`src/rtl/shf_pkg.sv`:
```
package shf_pkg;

  localparam int unsigned HashW     = 32;
  localparam int unsigned CountW    = 3;
  localparam int unsigned TdataInW  = 72;
  localparam int unsigned TdataOutW = 32;
  localparam int unsigned FifoDepth = 2;

  localparam logic [CountW-1:0] CntOne   = 3'd1;
  localparam logic [CountW-1:0] CntTwo   = 3'd2;
  localparam logic [CountW-1:0] CntThree = 3'd3;

  // front sequencer: run, or rebuild the running hash after a final word
  typedef enum logic [2:0] {
    ST_RUN    = 3'b001,
    ST_AVAL_A = 3'b010,
    ST_AVAL_B = 3'b100
  } front_state_e;

  // full-word round
  function automatic logic [HashW-1:0] mix_word(logic [HashW-1:0] h, logic [HashW-1:0] w);
    logic [HashW-1:0] h1;
    logic [HashW-1:0] t;
    logic [HashW-1:0] h2;
    h1 = h + {16'd0, w[15:0]};
    t  = {5'd0, w[31:16], 11'd0} ^ h1;
    h2 = {h1[15:0], 16'd0} ^ t;
    return h2 + (h2 >> 11);
  endfunction

  // tail round for 1 to 3 bytes, nothing for no bytes
  function automatic logic [HashW-1:0] mix_tail(logic [HashW-1:0] h, logic [HashW-1:0] w,
                                                logic [CountW-1:0] n);
    logic [HashW-1:0] r;
    r = h;
    case (n)
      CntThree: begin
        r = h + {16'd0, w[15:0]};
        r = r ^ (r << 16);
        r = r ^ {6'd0, w[23:16], 18'd0};
        r = r + (r >> 11);
      end
      CntTwo: begin
        r = h + {16'd0, w[15:0]};
        r = r ^ (r << 11);
        r = r + (r >> 17);
      end
      CntOne: begin
        r = h + {24'd0, w[7:0]};
        r = r ^ (r << 10);
        r = r + (r >> 1);
      end
      default: r = h;
    endcase
    return r;
  endfunction

  // first half of the final avalanche
  function automatic logic [HashW-1:0] aval_a(logic [HashW-1:0] h);
    logic [HashW-1:0] r;
    r = h ^ (h << 3);
    r = r + (r >> 5);
    r = r ^ (r << 4);
    return r;
  endfunction

  // second half of the final avalanche
  function automatic logic [HashW-1:0] aval_b(logic [HashW-1:0] h);
    logic [HashW-1:0] r;
    r = h + (h >> 17);
    r = r ^ (r << 25);
    r = r + (r >> 6);
    return r;
  endfunction

endpackage

```
`src/rtl/shf_front.sv`:
```
module shf_front (
  input  logic                        clk_i,
  input  logic                        rst_ni,
  input  logic                        in_valid_i,
  output logic                        in_ready_o,
  input  logic [shf_pkg::HashW-1:0]   word_i,
  input  logic [shf_pkg::CountW-1:0]  count_i,
  input  logic                        first_i,
  input  logic                        last_i,
  input  logic [shf_pkg::HashW-1:0]   seed_i,
  input  logic                        q_ready_i,
  output logic                        push_o,
  output logic [shf_pkg::HashW-1:0]   push_data_o
);

  shf_pkg::front_state_e state_q, state_d;
  logic [shf_pkg::HashW-1:0] hash_q, hash_d;
  logic [shf_pkg::HashW-1:0] base;
  logic [shf_pkg::HashW-1:0] mixed;
  logic [shf_pkg::HashW-1:0] pre;
  logic                      accept;
  logic                      full_word;

  // a first word never needs the running hash, so it may pass while it is rebuilt
  assign in_ready_o = q_ready_i && ((state_q == shf_pkg::ST_RUN) || (in_valid_i && first_i));
  assign accept     = in_valid_i && in_ready_o;

  assign base      = first_i ? seed_i : hash_q;
  assign full_word = !last_i || count_i[2];
  assign mixed     = full_word ? shf_pkg::mix_word(base, word_i)
                               : shf_pkg::mix_tail(base, word_i, count_i);
  // empty message: zero survives the avalanche unchanged
  assign pre       = (first_i && last_i && (count_i == '0)) ? '0 : mixed;

  assign push_o      = accept && last_i;
  assign push_data_o = pre;

  always_comb begin
    state_d = state_q;
    hash_d  = hash_q;
    if (accept) begin
      hash_d  = pre;
      state_d = last_i ? shf_pkg::ST_AVAL_A : shf_pkg::ST_RUN;
    end else begin
      case (state_q)
        shf_pkg::ST_AVAL_A: begin
          hash_d  = shf_pkg::aval_a(hash_q);
          state_d = shf_pkg::ST_AVAL_B;
        end
        shf_pkg::ST_AVAL_B: begin
          hash_d  = shf_pkg::aval_b(hash_q);
          state_d = shf_pkg::ST_RUN;
        end
        default: begin
          hash_d  = hash_q;
          state_d = shf_pkg::ST_RUN;
        end
      endcase
    end
  end

  always_ff @(posedge clk_i or negedge rst_ni) begin
    if (!rst_ni) begin
      state_q <= shf_pkg::ST_RUN;
      hash_q  <= '0;
    end else begin
      state_q <= state_d;
      hash_q  <= hash_d;
    end
  end

endmodule

```
`src/rtl/shf_fifo.sv`:
```
module shf_fifo #(
  parameter int unsigned Depth = shf_pkg::FifoDepth
) (
  input  logic                       clk_i,
  input  logic                       rst_ni,
  input  logic                       push_i,
  input  logic [shf_pkg::HashW-1:0]  push_data_i,
  output logic                       ready_o,
  output logic                       valid_o,
  output logic [shf_pkg::HashW-1:0]  data_o,
  input  logic                       pop_i
);

  localparam int unsigned PtrW = (Depth > 1) ? $clog2(Depth) : 1;
  localparam int unsigned CntW = $clog2(Depth + 1);

  logic [shf_pkg::HashW-1:0] mem_q [Depth];
  logic [shf_pkg::HashW-1:0] data_q;
  logic [PtrW-1:0] wr_ptr_q, rd_ptr_q;
  logic [PtrW-1:0] rd_nxt;
  logic [CntW-1:0] cnt_q;
  logic            do_push, do_pop;

  assign ready_o = cnt_q != CntW'(Depth);
  assign valid_o = cnt_q != '0;
  assign data_o  = data_q;
  assign do_push = push_i && ready_o;
  assign do_pop  = pop_i && valid_o;
  assign rd_nxt  = (rd_ptr_q == PtrW'(Depth - 1)) ? '0 : rd_ptr_q + 1'b1;

  // head word kept in its own register, loaded on push into an empty queue or on pop
  always_ff @(posedge clk_i) begin
    if (do_push) begin
      mem_q[wr_ptr_q] <= push_data_i;
    end
    if (do_push && ((cnt_q == '0) || (do_pop && (cnt_q == CntW'(1))))) begin
      data_q <= push_data_i;
    end else if (do_pop) begin
      data_q <= mem_q[rd_nxt];
    end
  end

  always_ff @(posedge clk_i or negedge rst_ni) begin
    if (!rst_ni) begin
      wr_ptr_q <= '0;
      rd_ptr_q <= '0;
      cnt_q    <= '0;
    end else begin
      if (do_push) begin
        wr_ptr_q <= (wr_ptr_q == PtrW'(Depth - 1)) ? '0 : wr_ptr_q + 1'b1;
      end
      if (do_pop) begin
        rd_ptr_q <= rd_nxt;
      end
      if (do_push && !do_pop) begin
        cnt_q <= cnt_q + 1'b1;
      end else if (do_pop && !do_push) begin
        cnt_q <= cnt_q - 1'b1;
      end
    end
  end

endmodule

```
`src/rtl/shf_back.sv`:
```
module shf_back (
  input  logic                       clk_i,
  input  logic                       rst_ni,
  input  logic                       in_valid_i,
  output logic                       in_ready_o,
  input  logic [shf_pkg::HashW-1:0]  in_data_i,
  output logic                       out_valid_o,
  input  logic                       out_ready_i,
  output logic [shf_pkg::HashW-1:0]  out_data_o
);

  logic                      s1_valid_q;
  logic [shf_pkg::HashW-1:0] s1_data_q;
  logic                      out_valid_q;
  logic [shf_pkg::HashW-1:0] out_data_q;
  logic                      out_free;
  logic                      s1_free;

  assign out_free   = !out_valid_q || out_ready_i;
  assign s1_free    = !s1_valid_q || out_free;
  assign in_ready_o = s1_free;

  assign out_valid_o = out_valid_q;
  assign out_data_o  = out_data_q;

  always_ff @(posedge clk_i) begin
    if (s1_free && in_valid_i) begin
      s1_data_q <= shf_pkg::aval_a(in_data_i);
    end
    if (out_free && s1_valid_q) begin
      out_data_q <= shf_pkg::aval_b(s1_data_q);
    end
  end

  always_ff @(posedge clk_i or negedge rst_ni) begin
    if (!rst_ni) begin
      s1_valid_q  <= 1'b0;
      out_valid_q <= 1'b0;
    end else begin
      if (s1_free) begin
        s1_valid_q <= in_valid_i;
      end
      if (out_free) begin
        out_valid_q <= s1_valid_q;
      end
    end
  end

endmodule

```
`src/rtl/superfast_hash_stream.sv`:
```
// channel  | dir | handshake             | payload
// s_axis   | in  | s_axis_tvalid/tready  | tdata: word, count, seed; tuser: first; tlast: last
// m_axis   | out | m_axis_tvalid/tready  | tdata: hash value
//
// one word per cycle in a message while the queue has room; front unit rounds are combinational
// after a final word a following non-first word waits while the front unit
//   rebuilds the running hash through its two avalanche steps; a first word goes on at once
// a final word's result passes the queue, the avalanche stage and the output register
// reset clears the running hash to zero and empties the queue and the back pipeline
// output stalls back up through the queue into s_axis_tready only once the queue is full
module superfast_hash_stream #(
  parameter int unsigned FifoDepth = shf_pkg::FifoDepth
) (
  input  logic                            clk_i,
  input  logic                            rst_ni,
  input  logic                            s_axis_tvalid,
  output logic                            s_axis_tready,
  // [31:0] data_word, [34:32] byte_count, [66:35] seed, [71:67] zero
  input  logic [shf_pkg::TdataInW-1:0]    s_axis_tdata,
  // [0] first
  input  logic                            s_axis_tuser,
  input  logic                            s_axis_tlast,
  output logic                            m_axis_tvalid,
  input  logic                            m_axis_tready,
  // [31:0] hash_value
  output logic [shf_pkg::TdataOutW-1:0]   m_axis_tdata
);

  // queue side signals between the front and back units
  logic                      q_ready;
  logic                      push;
  logic [shf_pkg::HashW-1:0] push_data;
  logic                      q_valid;
  logic [shf_pkg::HashW-1:0] q_data;
  logic                      q_pop;

  // front: runs the hash recurrence, pushes the pre-avalanche value of each final word
  shf_front u_front (
    .clk_i       (clk_i),
    .rst_ni      (rst_ni),
    .in_valid_i  (s_axis_tvalid),
    .in_ready_o  (s_axis_tready),
    .word_i      (s_axis_tdata[31:0]),
    .count_i     (s_axis_tdata[34:32]),
    .first_i     (s_axis_tuser),
    .last_i      (s_axis_tlast),
    .seed_i      (s_axis_tdata[66:35]),
    .q_ready_i   (q_ready),
    .push_o      (push),
    .push_data_o (push_data)
  );

  // short queue so front and back stall independently
  shf_fifo #(
    .Depth (FifoDepth)
  ) u_fifo (
    .clk_i       (clk_i),
    .rst_ni      (rst_ni),
    .push_i      (push),
    .push_data_i (push_data),
    .ready_o     (q_ready),
    .valid_o     (q_valid),
    .data_o      (q_data),
    .pop_i       (q_pop)
  );

  // back: two-stage avalanche ending in the output register
  shf_back u_back (
    .clk_i       (clk_i),
    .rst_ni      (rst_ni),
    .in_valid_i  (q_valid),
    .in_ready_o  (q_pop),
    .in_data_i   (q_data),
    .out_valid_o (m_axis_tvalid),
    .out_ready_i (m_axis_tready),
    .out_data_o  (m_axis_tdata)
  );

endmodule

```
`config.mk`:
```
export PLATFORM = sky130hd
export DESIGN_NAME = superfast_hash_stream
export DESIGN_NICKNAME = d
export VERILOG_FILES = /design/src/rtl/shf_pkg.sv /design/src/rtl/shf_front.sv /design/src/rtl/shf_fifo.sv /design/src/rtl/shf_back.sv /design/src/rtl/superfast_hash_stream.sv
export SDC_FILE = /design/constraint.sdc
export NUM_CORES = 1
export LEC_CHECK = 0
export BUFFER_PORTS_ARGS = -buffer_cell sky130_fd_sc_hd__buf_2
export CAP_MARGIN = 20
export CORE_MARGIN = 2
export CORE_UTILIZATION = 55
export CTS_CLUSTER_DIAMETER = 40
export DETAILED_ROUTE_END_ITERATION = 8
export GPL_ROUTABILITY_DRIVEN = 0
export HOLD_SLACK_MARGIN = 0.15
export PLACE_DENSITY_LB_ADDON = 0.08
export SYNTH_ARGS = -nofsm -noshare
export SYNTH_HDL_FRONTEND = slang
export SYNTH_SLANG_ARGS = --single-unit
```
`constraint.sdc`:
```
create_clock -name clk_i -period 6.4 [get_ports clk_i]
set_clock_uncertainty 0.05 [all_clocks]
set_input_delay 0.64 -clock clk_i [delete_from_list [all_inputs] [get_ports clk_i]]
set_output_delay 0.64 -clock clk_i [all_outputs]
set_load 0.01 [all_outputs]
```
After elaboration in Yosys (flattened, before gate mapping)

Memories as Yosys holds them, arrays and structs flattened.
Cells that the tools add are included.

Register bits: 137
Bits in latches: 0
Bits in writable memories: 64
Memory bits (read-only): 0
Output and inout bits: 34
Memories kept: 1

Add/sub/neg operators: 16
Multiply operators: 0
Divide/modulo/power cells: 0
Order comparisons: 0
Equality and inequality tests: 8
Shift operators: 0
Muxes and demuxes: 17
Bitwise operators: 12
Reduce and logical (&&, ||, !) cells: 29

Memory list:

| memory       | words | width | rd ports | clocked after Yosys merged registers in | write ports | RTL line       | source |
|---|---|---|---|---|---|---|---|
| u_fifo.mem_q | 2     | 32    | 1        | 0                                       | 1           | shf_fifo.sv:17 | `logic [shf_pkg::HashW-1:0] mem_q [Depth];` |

Operators by type and width:

| operator           | number |
|---|---|
| $xor 32x32->32     | 10 |
| $mux 32            | 6 |
| $add 32x15->32     | 3 |
| $pmux 32 s3        | 1 |
| $add 32x21->32     | 2 |
| $add 32x26->32     | 2 |
| $add 32x27->32     | 2 |
| $pmux 32 s2        | 1 |
| $add 32x16->32     | 1 |
| $add 32x31->32     | 1 |
| $add 32x8->32      | 1 |
| $xor 27x32->32     | 1 |
| $xor 32x26->32     | 1 |
| $logic_and 1x1->1  | 13 |
| $eq 3x2->1 const B | 3 |
| $eq 3x1->1 const B | 2 |
| $mux 2             | 3 |
| $mux 3             | 2 |
| $reduce_bool 2->1  | 3 |
| $logic_not 1->1    | 5 |
| $logic_or 1x1->1   | 5 |
| $mux 1             | 4 |
| $eq 3x3->1 const B | 1 |
| $logic_not 3->1    | 1 |
| other kinds (7)    | 8 |

Longest topological paths before layout

Depth after elaboration: 10
Mapped depth: 33
Gate-level depth less buffers: 26

By module

Synthesis repeated with hierarchy kept, for this count alone.

Cell total of the unflattened synthesis: 2988
Area, all modules: 26098.8 µm²

Modules (own cells, without submodules):

| module    | times used | cells an instance | area each (µm²) |
|---|---|---|---|
| shf_front | 1          | 2074              | 15282.2 |
| shf_back  | 1          | 721               | 6760.2 |
| shf_fifo  | 1          | 193               | 4056.4 |

Least setup slack after synthesis

No wires, ideal clock.

Path type: input -> register
Start point: input s_axis_tuser
End point: register u_fifo.data_q (netlist bit u_fifo.data_o[29]) (data pin)
Setup time: 0.270 ns
Data arrival time: 7.479 ns
Data required time: 6.080 ns
Path slack: -1.399 ns
Cell stages on the path: 31
Buffers on the path: 7
Cell sequence: buf_4 -> buf_4 -> buf_4 -> buf_2 -> buf_2 -> buf_1 -> clkbuf_1 -> mux2_2 -> ha_1 -> o211ai_1 -> o21ai_0 -> xor2_1 -> mux2_2 -> a32o_1 -> o21a_1 -> nor2_1 -> inv_1 -> ha_1 -> a21o_1 -> a21oi_1 -> a2bb2oi_1 -> o21ai_0 -> a21oi_1 -> o311ai_0 -> o211ai_1 -> inv_1 -> and4_1 -> a21oi_1 -> nor3_1 -> o41ai_2 -> a21oi_1

Word-level cells in the longest chain between the ends: 9
Elaborated cells on any way between the ends: 26
Classes of those cells: 6 x add/sub; 5 x mux; 6 x bitwise; 9 x reduce/logical

RTL lines:

| element              | RTL line                                    | source |
|---|---|---|
| from (decl)          | superfast_hash_stream.sv:21                 | `input logic s_axis_tuser,` |
| $mux 32              | shf_front.sv:28                             | `assign base = first_i ? seed_i : hash_q;` |
| $add 32x16->32       | shf_pkg.sv:25, shf_pkg.sv:38, shf_pkg.sv:44 |  |
| $xor 32x32->32       | shf_pkg.sv:39                               | `r = r ^ (r << 16);` |
| $xor 32x26->32       | shf_pkg.sv:40                               | `r = r ^ {6'd0, w[23:16], 18'd0};` |
| $add 32x21->32       | shf_pkg.sv:41                               | `r = r + (r >> 11);` |
| $pmux 32 s3          | shf_pkg.sv:36                               | `case (n)` |
| $mux 32              | shf_front.sv:30                             | `assign mixed = full_word ? shf_pkg::mix_word(base, word_i)` |
| $mux 32              | shf_front.sv:33                             | `assign pre = (first_i && last_i && (count_i == '0)) ? '0 : mixed;` |
| $mux 32 *            | shf_fifo.sv:36                              | `if (do_push && ((cnt_q == '0) \|\| (do_pop && (cnt_q == CntW'(1))))) begin` |
| to (signal assigned) | shf_fifo.sv:37                              | `data_q <= push_data_i;` |
| to (signal assigned) | shf_fifo.sv:39                              | `data_q <= mem_q[rd_nxt];` |
| to (decl)            | shf_fifo.sv:18                              | `logic [shf_pkg::HashW-1:0] data_q;` |

Every way passes the cells marked *; elsewhere a longest branch is shown, timed or not.
A chain may end at the register's enable or synchronous reset.

Worst setup path after layout

Start point: register u_front.hash_q[0] (netlist bit)
End point: register u_fifo.data_q (netlist bit u_fifo.data_o[24]) (data pin)

Word-level cells in the longest chain between the ends: 9
Elaborated cells on any way between the ends: 17
Classes of those cells: 6 x add/sub; 5 x mux; 6 x bitwise

RTL lines:

| element                | RTL line                                    | source |
|---|---|---|
| from (decl)            | shf_front.sv:17                             | `logic [shf_pkg::HashW-1:0] hash_q, hash_d;` |
| from (signal assigned) | shf_front.sv:68                             | `hash_q <= hash_d;` |
| $mux 32 *              | shf_front.sv:28                             |  |
| $add 32x16->32         | shf_pkg.sv:25, shf_pkg.sv:38, shf_pkg.sv:44 |  |
| $xor 32x32->32         | shf_pkg.sv:39                               |  |
| $xor 32x26->32         | shf_pkg.sv:40                               |  |
| $add 32x21->32         | shf_pkg.sv:41                               |  |
| $pmux 32 s3            | shf_pkg.sv:36                               |  |
| $mux 32 *              | shf_front.sv:30                             |  |
| $mux 32 *              | shf_front.sv:33                             |  |
| $mux 32 *              | shf_fifo.sv:36                              |  |

Marks and branches as above.

==> impl_results.md <==
- Worst reg-to-reg path cell count: 24
- Vias per cell: ~6.3
- WL/cell: 22.5 um
- Antenna violations before repair: 0
- Footprint of the multi-input gates: 19,100 um2
- DRC errors left: 0
- DRT Pass-1 Iters: 8
- Crit. End Element: flip-flop
- Crit Path Max Fanout: 8
- Placed wire-length estimate: 75.0 mm
- Hold Path Depth: 3
- Post-synth EDFFs: 160
- Clk_lat worst skew: ~0.55 ns
- Worst path cell trace: mux2_4, ha_2, fa_2, a211oi_2, o21ai_2, buf_6, a211oi_4, buf_4, buf_4, xnor2_1, xnor3_1, buf_4, xor2_1, ha_1, a21oi_1, o21ai_0, a21o_1, o22ai_2, nor4b_4, xor2_1, a22o_1, or3_4, a41oi_4, a21oi_1
- FILL cells: 3,684
- Synthesized flop and latch total: 201
- DRT antenna net count: 0
- CP delay by family, top: compound AO/OA/AOI/OAI gates
- Setup Viol. Count Final: 0
- Synth-to-Final Area Change: 24.2%
- First-pass GRT wire length: ~140 mm
- Clk Tree Root Cell: clkbuf_16
- Fin nets: 3,805
- Post-synth cell types: roughly 100
- Slew @ Worst Pin: approximately 1.1 ns
- Clock Pin Slew Worst Setup and Hold Paths: 0.07 ns
- Critical path depth: 24
- Register area: just under 6000 um2
- Area of the core: 45,300 um2
- Num CTS Buffers: 23
- Dominant cells by area after synthesis: edfxtp_1 (19%), ha_1 (12%), xnor2_1 (10%)
- Critical path's slowest cell: dfrtp_2
- Synthesized cell area: between 20,000 and 30,000 um2
- Leading register cell type out of synthesis: edfxtp_1
- Status: finished clean
- CP Launch Type: flip-flop
- Req. time, crit path: ~6.6 ns
- Vias in the first global route: approximately 25,000
- H-Tree Depth: 1
- Synth Instances: 2,956
- Routed via count: ~26,000
- Die area: between 40,000 and 50,000 um2
- Detailed-route wire length: between 90 and 100 mm
- Worst Hold Endpoint: u_back.out_valid_o
- Mapped Nets: around 3,300
- Asr flop ratio synth: 0.204
- Clk sinks: 201
- Count of boundary I/O pins: 112
- Layout cells sized above 1: 0.227
- Syn avg cell area: between 8 and 9 um2
- Gr ovfl total: 0
- R2R setup slack: 0.09 ns
- Ys Warns: 0
- Worst path buffer plus inverter count: 4
- Worst slew margin: 0.272
- Largest net degree at the start of global routing: between 50 and 60
- Part of the Yosys area used for sequential elements: 0.232
- Worst Hold Class: in2reg
- RSZ-0062 raised after global routing: true
- CP peak stage delay: ~0.47 ns
- Max-Cap Viols: 0
- Port bufs: approximately 110
- Top cell type's share of synthesized area: 0.191
- Synth area leader: edfxtp_1
- Setup TNS: 0 ns
- Initial Util: 0.555
- Die Wd: roughly 220 um
- Final Critical Period: about 6.3 ns
- Period utilization: 0.985
- Fin. max-slew vios: 0
- Final hold vios: 0
- Worst Hold Launch: m_axis_tready
- Reg2reg start: u_front.hash_q[0]
- GRT Util Overall: 0.379
- Die height: 218 um
- FF-to-FF End: u_fifo.data_o[24]
- WHS: 0.370 ns
- CP arrival: 6.51 ns
- Fmax: approximately 160 MHz
- CTS tree: done
- Most Frequent Cell on Critical Path: buf_4
- DR iter-0 viols: about 2,500
- Row count: slightly below 80
- CP Class: reg2reg
- Clock Path Buffers: 3
## cell usage after synthesis, types with 43 or more instances
cell type,number
nor2b_1,58
nand2b_1,43
edfxtp_1,160
xnor2_1,289
xor2_1,202
a211oi_1,69
a21o_1,93
clkbuf_1,72
nand2_1,191
o21ai_0,166
nand3_1,72
nor3_1,54
a21oi_1,261
ha_1,245
inv_1,127
nor2_1,207
## routing by layer
layer,part of all wire,track usage
met5,0,0
met4,0.081,0.247
met3,0.087,0.0615
met2,0.45,0.637
met1,0.38,0.450
## worst max-delay path by stage
stage | from | endpoint | slack [ns]
after floorplan | s_axis_tuser | u_fifo.data_o[29] | -0.15
after global placement | s_axis_tuser | u_fifo.data_o[31] | -0.30
after detailed placement | s_axis_tuser | u_fifo.data_o[31] | -0.39
after CTS | u_front.hash_q[0] | u_fifo.data_o[24] | 0.02
after global routing | u_front.hash_q[0] | u_fifo.data_o[22] | -0.13
final | u_front.hash_q[0] | u_fifo.data_o[24] | 0.09
## repair_timing
action                                  in CTS  in global routing
endpoints found under the setup margin      15                 80
hold buffers                                 0                  1
buffers inserted                             0                  8
pin swaps                                    0                 25
endpoints found under the hold margin        0                  5
gates resized for setup                      3                 74
## cells in the final DEF (no fill, tap or decap), types with 43 or more instances in the layout
master	count
nor2b_1	57
nand3_1	70
buf_2	106
xnor2_1	273
edfxtp_1	160
nor3_1	50
o21ai_0	153
ha_1	237
xor2_1	196
buf_4	463
nand2_1	189
a211oi_1	61
nand2b_1	43
a21o_1	93
nor2_1	200
a21oi_1	251
inv_1	125
## per-stage QoR
step	std cells	setup slack [ns]	utilization	area, um2
finish	4089	0.0941	0.689	31200
global route	4088	-0.132	0.689	31200
CTS	4077	0.0250	0.679	30800
detailed placement	4035	-0.387	0.661	29900
global placement	4035	-0.298	0.661	29900
floorplan	2956	-0.150	-	25500
## kinds of logic (layout without fill, tap and decap cells)
logic type / count (synthesis) / after routing / share of synthesized area
AO/OA/AOI/OAI: 903 / 903 / 0.235
AND/OR/NAND/NOR: 819 / 819 / 0.164
XOR/XNOR: 504 / 504 / 0.182
adder cells (fa/ha/maj): 256 / 256 / 0.131
buffers and inverters: 217 / 749 / 0.0335
flip-flops: 201 / 201 / 0.232
multiplexers: 56 / 56 / 0.0230
other: 0 / 1 / 0
## sequential cells by signal (all words and copies together), names as in the netlist
signal,cells
u_back.s1_valid_q,1
u_fifo.mem_q,64
u_front.hash_q,32
u_fifo.cnt_q,2
u_front.state_q,3
u_fifo.rd_ptr_q,1
u_fifo.wr_ptr_q,1
u_back.out_valid_o,1
u_back.out_data_o,32
u_back.s1_data_q,32
u_fifo.data_o,32
## tightest hold or removal path, delay by kind of cell
kind,cells,cell delay (ns)
buffers and inverters,1,0.08
AND/OR/NAND/NOR,2,0.19
## final cells by class
cell class                      instances  area share
Timing Repair Buffer                  579       0.134
Inverter                              128      0.0155
Sequential cell                       201       0.187
Clock buffer                           24      0.0189
Tap cell                              600      0.0241
Multi-Input combinational cell       2538       0.613
Clock inverter                         18     0.00694
Antenna cell                            1   0.0000802
Power is not shown: default switching activity piles up to over one toggle a cycle in this logic, so the estimate is an artifact.
